==> src/hw/rtl/rgbab_pkg.sv <==
// Shared types and constants for the RGBA8 pixel alpha blend unit.
`timescale 1ns / 1ps

package rgbab_pkg;

  // Channel and arithmetic widths.
  localparam int CH_W   = 8;
  localparam int WGT_W  = 9;
  localparam int PROD_W = 17;
  localparam int MIX_W  = 25;
  localparam int ADDR_W = 3;
  localparam int DATA_W = 32;

  // Weight constants.
  localparam logic [WGT_W-1:0] WEIGHT_ONE   = 9'd256;
  localparam logic [WGT_W-1:0] WEIGHT_RESET = 9'd128;

  // Register indexes, taken from paddr[2].
  localparam logic REG_OVERLAY = 1'b0;
  localparam logic REG_WEIGHT  = 1'b1;

  // One input item: a pair of co-located RGBA8 pixels.
  typedef struct packed {
    logic [CH_W-1:0] first_red;
    logic [CH_W-1:0] first_green;
    logic [CH_W-1:0] first_blue;
    logic [CH_W-1:0] first_alpha;
    logic [CH_W-1:0] second_red;
    logic [CH_W-1:0] second_green;
    logic [CH_W-1:0] second_blue;
    logic [CH_W-1:0] second_alpha;
  } pixel_pair_t;

  // One result item: a blended RGBA8 pixel.
  typedef struct packed {
    logic [CH_W-1:0] out_red;
    logic [CH_W-1:0] out_green;
    logic [CH_W-1:0] out_blue;
    logic [CH_W-1:0] out_alpha;
  } result_t;

endpackage

==> src/hw/rtl/rgba_pixel_alpha_blend_unit.sv <==
// Top level of the RGBA8 pixel alpha blend unit: registers, pipeline and result port.
`timescale 1ns / 1ps
//
// Blends two co-located RGBA8 pixels into one RGBA8 pixel.
// Input: an item (src) is taken at a rising edge with start high and busy low.
// busy is low at all times except during reset, so one item can enter every
// cycle and a new item may follow the previous one with no gap.
// Output: result is shown for exactly one cycle with done high, once the item
// has passed the three pipeline stages (weight products, color products, sum).
// Throughput is one item per cycle.
// The receiver cannot stall the block; every result appears once, in order.
// Configuration: APB port, overlay_mode at byte address 0 and blend_weight at
// byte address 4. pready is always high. Write registers only while no item
// is in flight. A blend_weight above 256 acts as 256.
// Reset (rst, synchronous) clears the pipeline valid bits, sets overlay_mode
// to 0 and blend_weight to 128. Items in flight at reset are dropped.
//
module rgba_pixel_alpha_blend_unit (
  input  logic                          clk,
  input  logic                          rst,
  input  logic                          start,
  output logic                          busy,
  input  rgbab_pkg::pixel_pair_t        src,
  output logic                          done,
  output rgbab_pkg::result_t            result,
  input  logic                          psel,
  input  logic                          penable,
  input  logic                          pwrite,
  input  logic [rgbab_pkg::ADDR_W-1:0]  paddr,
  input  logic [rgbab_pkg::DATA_W-1:0]  pwdata,
  output logic [rgbab_pkg::DATA_W-1:0]  prdata,
  output logic                          pready
);

  // Configuration registers.
  logic                          overlay_mode;
  logic [rgbab_pkg::WGT_W-1:0]   blend_weight;

  // Clamped weights.
  logic [rgbab_pkg::WGT_W-1:0]   wa;
  logic [rgbab_pkg::WGT_W-1:0]   wb;

  // Stage 1.
  logic                          valid1;
  logic                          mode1;
  rgbab_pkg::pixel_pair_t        pix1;
  logic [rgbab_pkg::PROD_W-1:0]  p1;
  logic [rgbab_pkg::PROD_W-1:0]  p2;

  // Channel multiplicands.
  logic [rgbab_pkg::WGT_W-1:0]   ovl_w;
  logic [rgbab_pkg::WGT_W-1:0]   ovl_nw;
  logic [rgbab_pkg::PROD_W-1:0]  m1;
  logic [rgbab_pkg::PROD_W-1:0]  m2;
  logic [rgbab_pkg::PROD_W-1:0]  alpha_sum;

  // Stages 2 and 3.
  logic                          valid2;
  logic                          valid3;
  logic [rgbab_pkg::CH_W-1:0]    alpha2;
  logic [rgbab_pkg::CH_W-1:0]    alpha3;
  logic [rgbab_pkg::CH_W-1:0]    red3;
  logic [rgbab_pkg::CH_W-1:0]    green3;
  logic [rgbab_pkg::CH_W-1:0]    blue3;

  logic                          accept;
  logic                          cfg_write;

  assign busy   = rst;
  assign pready = 1'b1;
  assign accept = start && !busy;
  assign cfg_write = psel && penable && pwrite && pready;

  // Register writes.
  always_ff @(posedge clk) begin
    if (rst) begin
      overlay_mode <= 1'b0;
      blend_weight <= rgbab_pkg::WEIGHT_RESET;
    end else if (cfg_write) begin
      case (paddr[2])
        rgbab_pkg::REG_OVERLAY: overlay_mode <= pwdata[0];
        rgbab_pkg::REG_WEIGHT:  blend_weight <= pwdata[rgbab_pkg::WGT_W-1:0];
        default: ;
      endcase
    end
  end

  // Register reads.
  always_comb begin
    case (paddr[2])
      rgbab_pkg::REG_OVERLAY: prdata = {{(rgbab_pkg::DATA_W-1){1'b0}}, overlay_mode};
      rgbab_pkg::REG_WEIGHT:
        prdata = {{(rgbab_pkg::DATA_W-rgbab_pkg::WGT_W){1'b0}}, blend_weight};
      default: prdata = '0;
    endcase
  end

  // Saturate the weight to 256 and form its complement.
  assign wa = (blend_weight > rgbab_pkg::WEIGHT_ONE) ? rgbab_pkg::WEIGHT_ONE : blend_weight;
  assign wb = rgbab_pkg::WEIGHT_ONE - wa;

  // Stage 1: alpha times weight for both pixels.
  always_ff @(posedge clk) begin
    if (rst) begin
      valid1 <= 1'b0;
    end else begin
      valid1 <= accept;
    end
  end

  always_ff @(posedge clk) begin
    pix1  <= src;
    mode1 <= overlay_mode;
    p1    <= {{(rgbab_pkg::PROD_W-rgbab_pkg::CH_W){1'b0}}, src.first_alpha} *
             {{(rgbab_pkg::PROD_W-rgbab_pkg::WGT_W){1'b0}}, wb};
    p2    <= {{(rgbab_pkg::PROD_W-rgbab_pkg::CH_W){1'b0}}, src.second_alpha} *
             {{(rgbab_pkg::PROD_W-rgbab_pkg::WGT_W){1'b0}}, wa};
  end

  // Overlay weight from the second alpha, and the color multiplicands.
  assign ovl_w  = {1'b0, p2[15:8]};
  assign ovl_nw = rgbab_pkg::WEIGHT_ONE - ovl_w;
  assign m1 = mode1 ? {{(rgbab_pkg::PROD_W-rgbab_pkg::WGT_W){1'b0}}, ovl_nw} : p1;
  assign m2 = mode1 ? {{(rgbab_pkg::PROD_W-rgbab_pkg::WGT_W){1'b0}}, ovl_w}  : p2;
  assign alpha_sum = p1 + p2;

  // Stage 2 and 3: alpha path and valid bits.
  always_ff @(posedge clk) begin
    if (rst) begin
      valid2 <= 1'b0;
      valid3 <= 1'b0;
    end else begin
      valid2 <= valid1;
      valid3 <= valid2;
    end
  end

  always_ff @(posedge clk) begin
    alpha2 <= mode1 ? pix1.first_alpha : alpha_sum[15:8];
    alpha3 <= alpha2;
  end

  // Color channel mixers.
  rgbab_chan u_red (
    .clk  (clk),
    .mode (mode1),
    .c1   (pix1.first_red),
    .c2   (pix1.second_red),
    .m1   (m1),
    .m2   (m2),
    .ch   (red3)
  );

  rgbab_chan u_green (
    .clk  (clk),
    .mode (mode1),
    .c1   (pix1.first_green),
    .c2   (pix1.second_green),
    .m1   (m1),
    .m2   (m2),
    .ch   (green3)
  );

  rgbab_chan u_blue (
    .clk  (clk),
    .mode (mode1),
    .c1   (pix1.first_blue),
    .c2   (pix1.second_blue),
    .m1   (m1),
    .m2   (m2),
    .ch   (blue3)
  );

  // Result port.
  assign done             = valid3;
  assign result.out_red   = red3;
  assign result.out_green = green3;
  assign result.out_blue  = blue3;
  assign result.out_alpha = alpha3;

`ifndef SYNTHESIS
  // Every accepted item yields a result with done high.
  a_item_done: assert property (@(posedge clk) disable iff (rst)
    accept |-> ##3 done)
    else $error("accepted item produced no result");

  // No result without an earlier accepted item.
  a_no_phantom: assert property (@(posedge clk)
    done |-> $past(accept, 3))
    else $error("result without an accepted item");

  // In overlay mode the first alpha passes through unchanged.
  a_overlay_alpha: assert property (@(posedge clk) disable iff (rst)
    (accept && overlay_mode) |-> ##3 (result.out_alpha == $past(src.first_alpha, 3)))
    else $error("overlay alpha does not match first alpha");
`endif

endmodule

==> src/hw/rtl/rgbab_chan.sv <==
// One color channel mixer: two registered products, then a registered sum and scale.
`timescale 1ns / 1ps

module rgbab_chan (
  input  logic                        clk,
  input  logic                        mode,
  input  logic [rgbab_pkg::CH_W-1:0]  c1,
  input  logic [rgbab_pkg::CH_W-1:0]  c2,
  input  logic [rgbab_pkg::PROD_W-1:0] m1,
  input  logic [rgbab_pkg::PROD_W-1:0] m2,
  output logic [rgbab_pkg::CH_W-1:0]  ch
);

  logic [rgbab_pkg::MIX_W-1:0] prod1;
  logic [rgbab_pkg::MIX_W-1:0] prod2;
  logic                        mode2;
  logic [rgbab_pkg::MIX_W-1:0] sum;

  // Multiply each color by its weight.
  always_ff @(posedge clk) begin
    prod1 <= {{(rgbab_pkg::MIX_W-rgbab_pkg::CH_W){1'b0}}, c1} *
             {{(rgbab_pkg::MIX_W-rgbab_pkg::PROD_W){1'b0}}, m1};
    prod2 <= {{(rgbab_pkg::MIX_W-rgbab_pkg::CH_W){1'b0}}, c2} *
             {{(rgbab_pkg::MIX_W-rgbab_pkg::PROD_W){1'b0}}, m2};
    mode2 <= mode;
  end

  assign sum = prod1 + prod2;

  // Weighted mode scales by 2^16, overlay mode by 2^8.
  always_ff @(posedge clk) begin
    if (mode2) begin
      ch <= sum[15:8];
    end else begin
      ch <= sum[23:16];
    end
  end

endmodule

==> config.mk <==
export PLATFORM = sky130hd
export DESIGN_NAME = rgba_pixel_alpha_blend_unit
export DESIGN_NICKNAME = d
export VERILOG_FILES = /design/src/hw/rtl/rgbab_pkg.sv /design/src/hw/rtl/rgba_pixel_alpha_blend_unit.sv /design/src/hw/rtl/rgbab_chan.sv
export SDC_FILE = /design/constraint.sdc
export NUM_CORES = 2
export LEC_CHECK = 0
export BUFFER_PORTS_ARGS = -buffer_cell sky130_fd_sc_hd__buf_4
export CORE_MARGIN = 2
export CORE_UTILIZATION = 60
export DETAILED_ROUTE_END_ITERATION = 10
export HOLD_SLACK_MARGIN = 0.1
export PLACE_DENSITY = 0.78
export SYNTH_ARGS = -nofsm -noshare
export SYNTH_HDL_FRONTEND = slang
export SYNTH_HIERARCHICAL = 1
export SYNTH_SLANG_ARGS = --single-unit
==> constraint.sdc <==
create_clock -name clk -period 7.6 [get_ports clk]
set_input_delay 1.52 -clock clk [delete_from_list [all_inputs] [get_ports clk]]
set_output_delay 1.52 -clock clk [all_outputs]
set_load 0.005 [all_outputs]
==> run summary <==
## Yosys
* async set-or-reset flop fraction in the synthesized netlist: 0%
* average cell area after synthesis: 9.13 µm²
* Post-synth EDFFs: 0
* cell taking the most area after synthesis: fa_1
* top cell type's share of synthesized area: 30.7%
* dominant cell by count in the synthesized netlist: inv_1
* count of different cell masters after synthesis: 102
* commonest register cell after synthesis: dfxtp_1
* number of instances in the synthesized netlist: 4,420
* register area share after synthesis: 14.4%
* area of the mapped netlist: 0.0403 mm²
* main area contributors after synthesis: fa_1 31%, dfxtp_1 14%, ha_1 13%
* most instantiated cells after synthesis: 766 x inv_1, 717 x and2_1, 618 x fa_1
* synthesis-stage register bit count: 291
* total of warnings raised by yosys: 6

## Clocking
* Setup Fix Bufs, Post-CTS: 0
* TritonCTS clock tree: yes
* Clock Latency Late Sink: 0.60 ns
* cts hold-fix bufs: 0
* Resized Gates After CTS: 0
* H-tree depth: 2
* clock-pin slew on the worst setup and hold paths: 0.06 ns
* maximum clock path buffer count: 3
* clock buffer count from CTS: 39
* number of sinks on the clock net: 291
* Root Driver: clkbuf_16

## Route
* Detail Route Antenna Nets: 0
* top sig layer: met4
* number of DRC markers in iteration 0: 1,784
* Routed met2 length: 46,100 µm
* routed wire length on met3: 4390 µm
* metal1 wirelength: 38,500 µm
* DRC Markers: 0
* vias per cell: 5.54
* detailed-router iteration count before antenna repair: 5
* count of vias placed by the detailed router: 30,080
* routed wire length per instance: 17.2 µm
* DRT Wirelength: 93,100 µm

## Global routing
* combined global-route utilization of all metal layers: 27.7%
* number of antenna violations at the first check in global routing: 0
* Congestion Overflow GR: 0
* number of global-route vias before repair: 31,992
* global-route wire length before repair: 157,000 µm
* pin count of the biggest net entering global routing: 25

## Floorplan
* die width: 263 µm
* IO Pins: 172
* number of rows created at floorplan: 95
* die outline area: 0.0693 mm²
* Initial Util: 60.3%
* core area: 0.0669 mm²
* vertical extent of the die: 263 µm

## Timing
* final hold violations: 0
* crit share post-route: 87.8%
* transition time at the pin with the least slew margin: 1.19 ns
* tightest slew margin relative to the limit: 20.3%
* Clock Skew: 0.0396 ns
* tightest hold margin: 0.326 ns
* setup TNS: 0 ns
* setup repair after global routing missed its margin: false
* final setup violation count: 0
* maximum achievable frequency: 150 MHz
* pins over their slew limit: 0
* Tmin final: 6.68 ns

## Setup path
* type of origin of the critical path: register
* maximum fanout along the worst path: 24
* WS Path Type: register to register
* required time at the endpoint of the critical path: 8.12 ns
* arrival time at the worst endpoint: 7.20 ns
* Crit. End Element: register

## Flow run
* max_cap viols: 0

## Placement
* Post-DP HPWL: 71,500 µm
* RePlAce Congestion: 0.940
* placement-stage cell area: 0.0421 mm²
* # port buffers: 122

## Cells and area
* post-route core utilization: 65.1%
* signed area change from the synthesized netlist to the final layout: 7.99%
* number of nets in the final layout: 5,661
* fill cell total of the finished layout: 5,505
* share of layout cells above drive strength 1: 6.54%
* cell area after layout: 0.0436 mm²
* area taken by flip-flops and latches: 0.00583 mm²
* multi-input combinational cell area: 0.0312 mm²

## Hold path
* hold crit path type: register to register

## Run status
* status: finished clean

cells in the final DEF, fill, tap and decap left out, types with 8 or more instances in the layout:
cell type | synthesis | final
o21ai_0 | 76 | 73
mux2_2 | 15 | 15
or4_1 | 8 | 8
conb_1 | 2 | 24
nand4_1 | 17 | 17
or3_1 | 12 | 12
o211ai_1 | 13 | 13
nor3_1 | 45 | 45
inv_1 | 766 | 766
nand3_1 | 54 | 54
nor4_1 | 12 | 12
and2_1 | 717 | 717
nand2_1 | 373 | 373
buf_4 | 25 | 149
a31oi_1 | 15 | 15
o21bai_1 | 19 | 19
dfxtp_1 | 291 | 290
a21o_1 | 49 | 49
nor2_1 | 107 | 106
xor2_1 | 42 | 42
nor2b_1 | 47 | 46
clkbuf_16 | 0 | 39
o31ai_1 | 20 | 20
fa_1 | 618 | 618
or2_2 | 9 | 9
xnor2_1 | 142 | 142
and3_1 | 27 | 27
ha_1 | 414 | 414
o21ai_1 | 12 | 13
a21oi_1 | 162 | 162
o21a_1 | 28 | 28
a211oi_1 | 19 | 19
nand2b_1 | 18 | 18
per-layer routing:
layer	vias up	global-route usage, %
met5	-	0
met2	811	48.6
met4	0	12.1
met1	14936	34.3
met3	190	3.42
li1	14143	-
final timing paths:
path                                                 end  depth (start not counted)  slack (ns)         startpoint
worst max register to register  u_blue/prod1[23]$_DFF_P_                         23        0.92      p2[8]$_DFF_P_
worst min-delay path                   alpha3[5]$_DFF_P_                          0        0.33  alpha2[5]$_DFF_P_
worst max-delay path            u_blue/prod1[23]$_DFF_P_                         23        0.92      p2[8]$_DFF_P_
worst min register to register         alpha3[5]$_DFF_P_                          0        0.33  alpha2[5]$_DFF_P_
registers in the layout, summed over array words and instances, names as in the netlist, 9 cells and up:
register       flops
u_red/prod2       24
u_red/prod1       24
blend_weight       9
u_blue/prod2      24
pix1              56
u_blue/prod1      24
p1                17
u_green/prod2     24
p2                17
u_green/prod1     24
critical path, stage by stage (launching register included):
cell	delay [ns]
dfxtp_1	0.34
or4_4	0.58
nor2_1	0.15
xnor2_1	0.13
mux2_2	0.51
nand2_1	0.15
fa_1	0.55
fa_1	0.55
inv_1	0.06
fa_1	0.48
inv_1	0.06
fa_1	0.48
inv_1	0.04
ha_1	0.34
a21o_1	0.18
a21o_1	0.20
a211oi_2	0.29
o21ai_2	0.12
o41ai_4	0.36
o21ai_2	0.13
or3b_1	0.39
a31o_1	0.23
a21oi_2	0.14
xnor2_1	0.12
through the flow:
step	worst slack (ns)	cells
after detailed placement	0.950	5356
final	0.925	5429
after floorplan	0.751	4442
after CTS	0.923	5427
after global placement	1.05	5356
after global routing	0.630	5427
layout make-up:
class,count,area share (%)
Clock inverter,23,0.807
Clock buffer,48,2.43
Multi-Input combinational cell,3275,71.7
Antenna cell,2,0.0115
Tap cell,873,2.51
Timing Repair Buffer,149,2.57
Sequential cell,291,13.4
Inverter,768,6.62
cells by family after synthesis:
group	Yosys count	synth area share (%)
buffers and inverters	876	8.41
XOR/XNOR	184	3.99
AND/OR/NAND/NOR	1489	20.1
other	2	0.0186
multiplexers	18	0.499
AO/OA/AOI/OAI	528	9.00
flip-flops	291	14.4
adder cells (fa/ha/maj)	1032	43.5
Power is not shown: default switching activity piles up to over one toggle a cycle in this logic, so the estimate is an artifact.
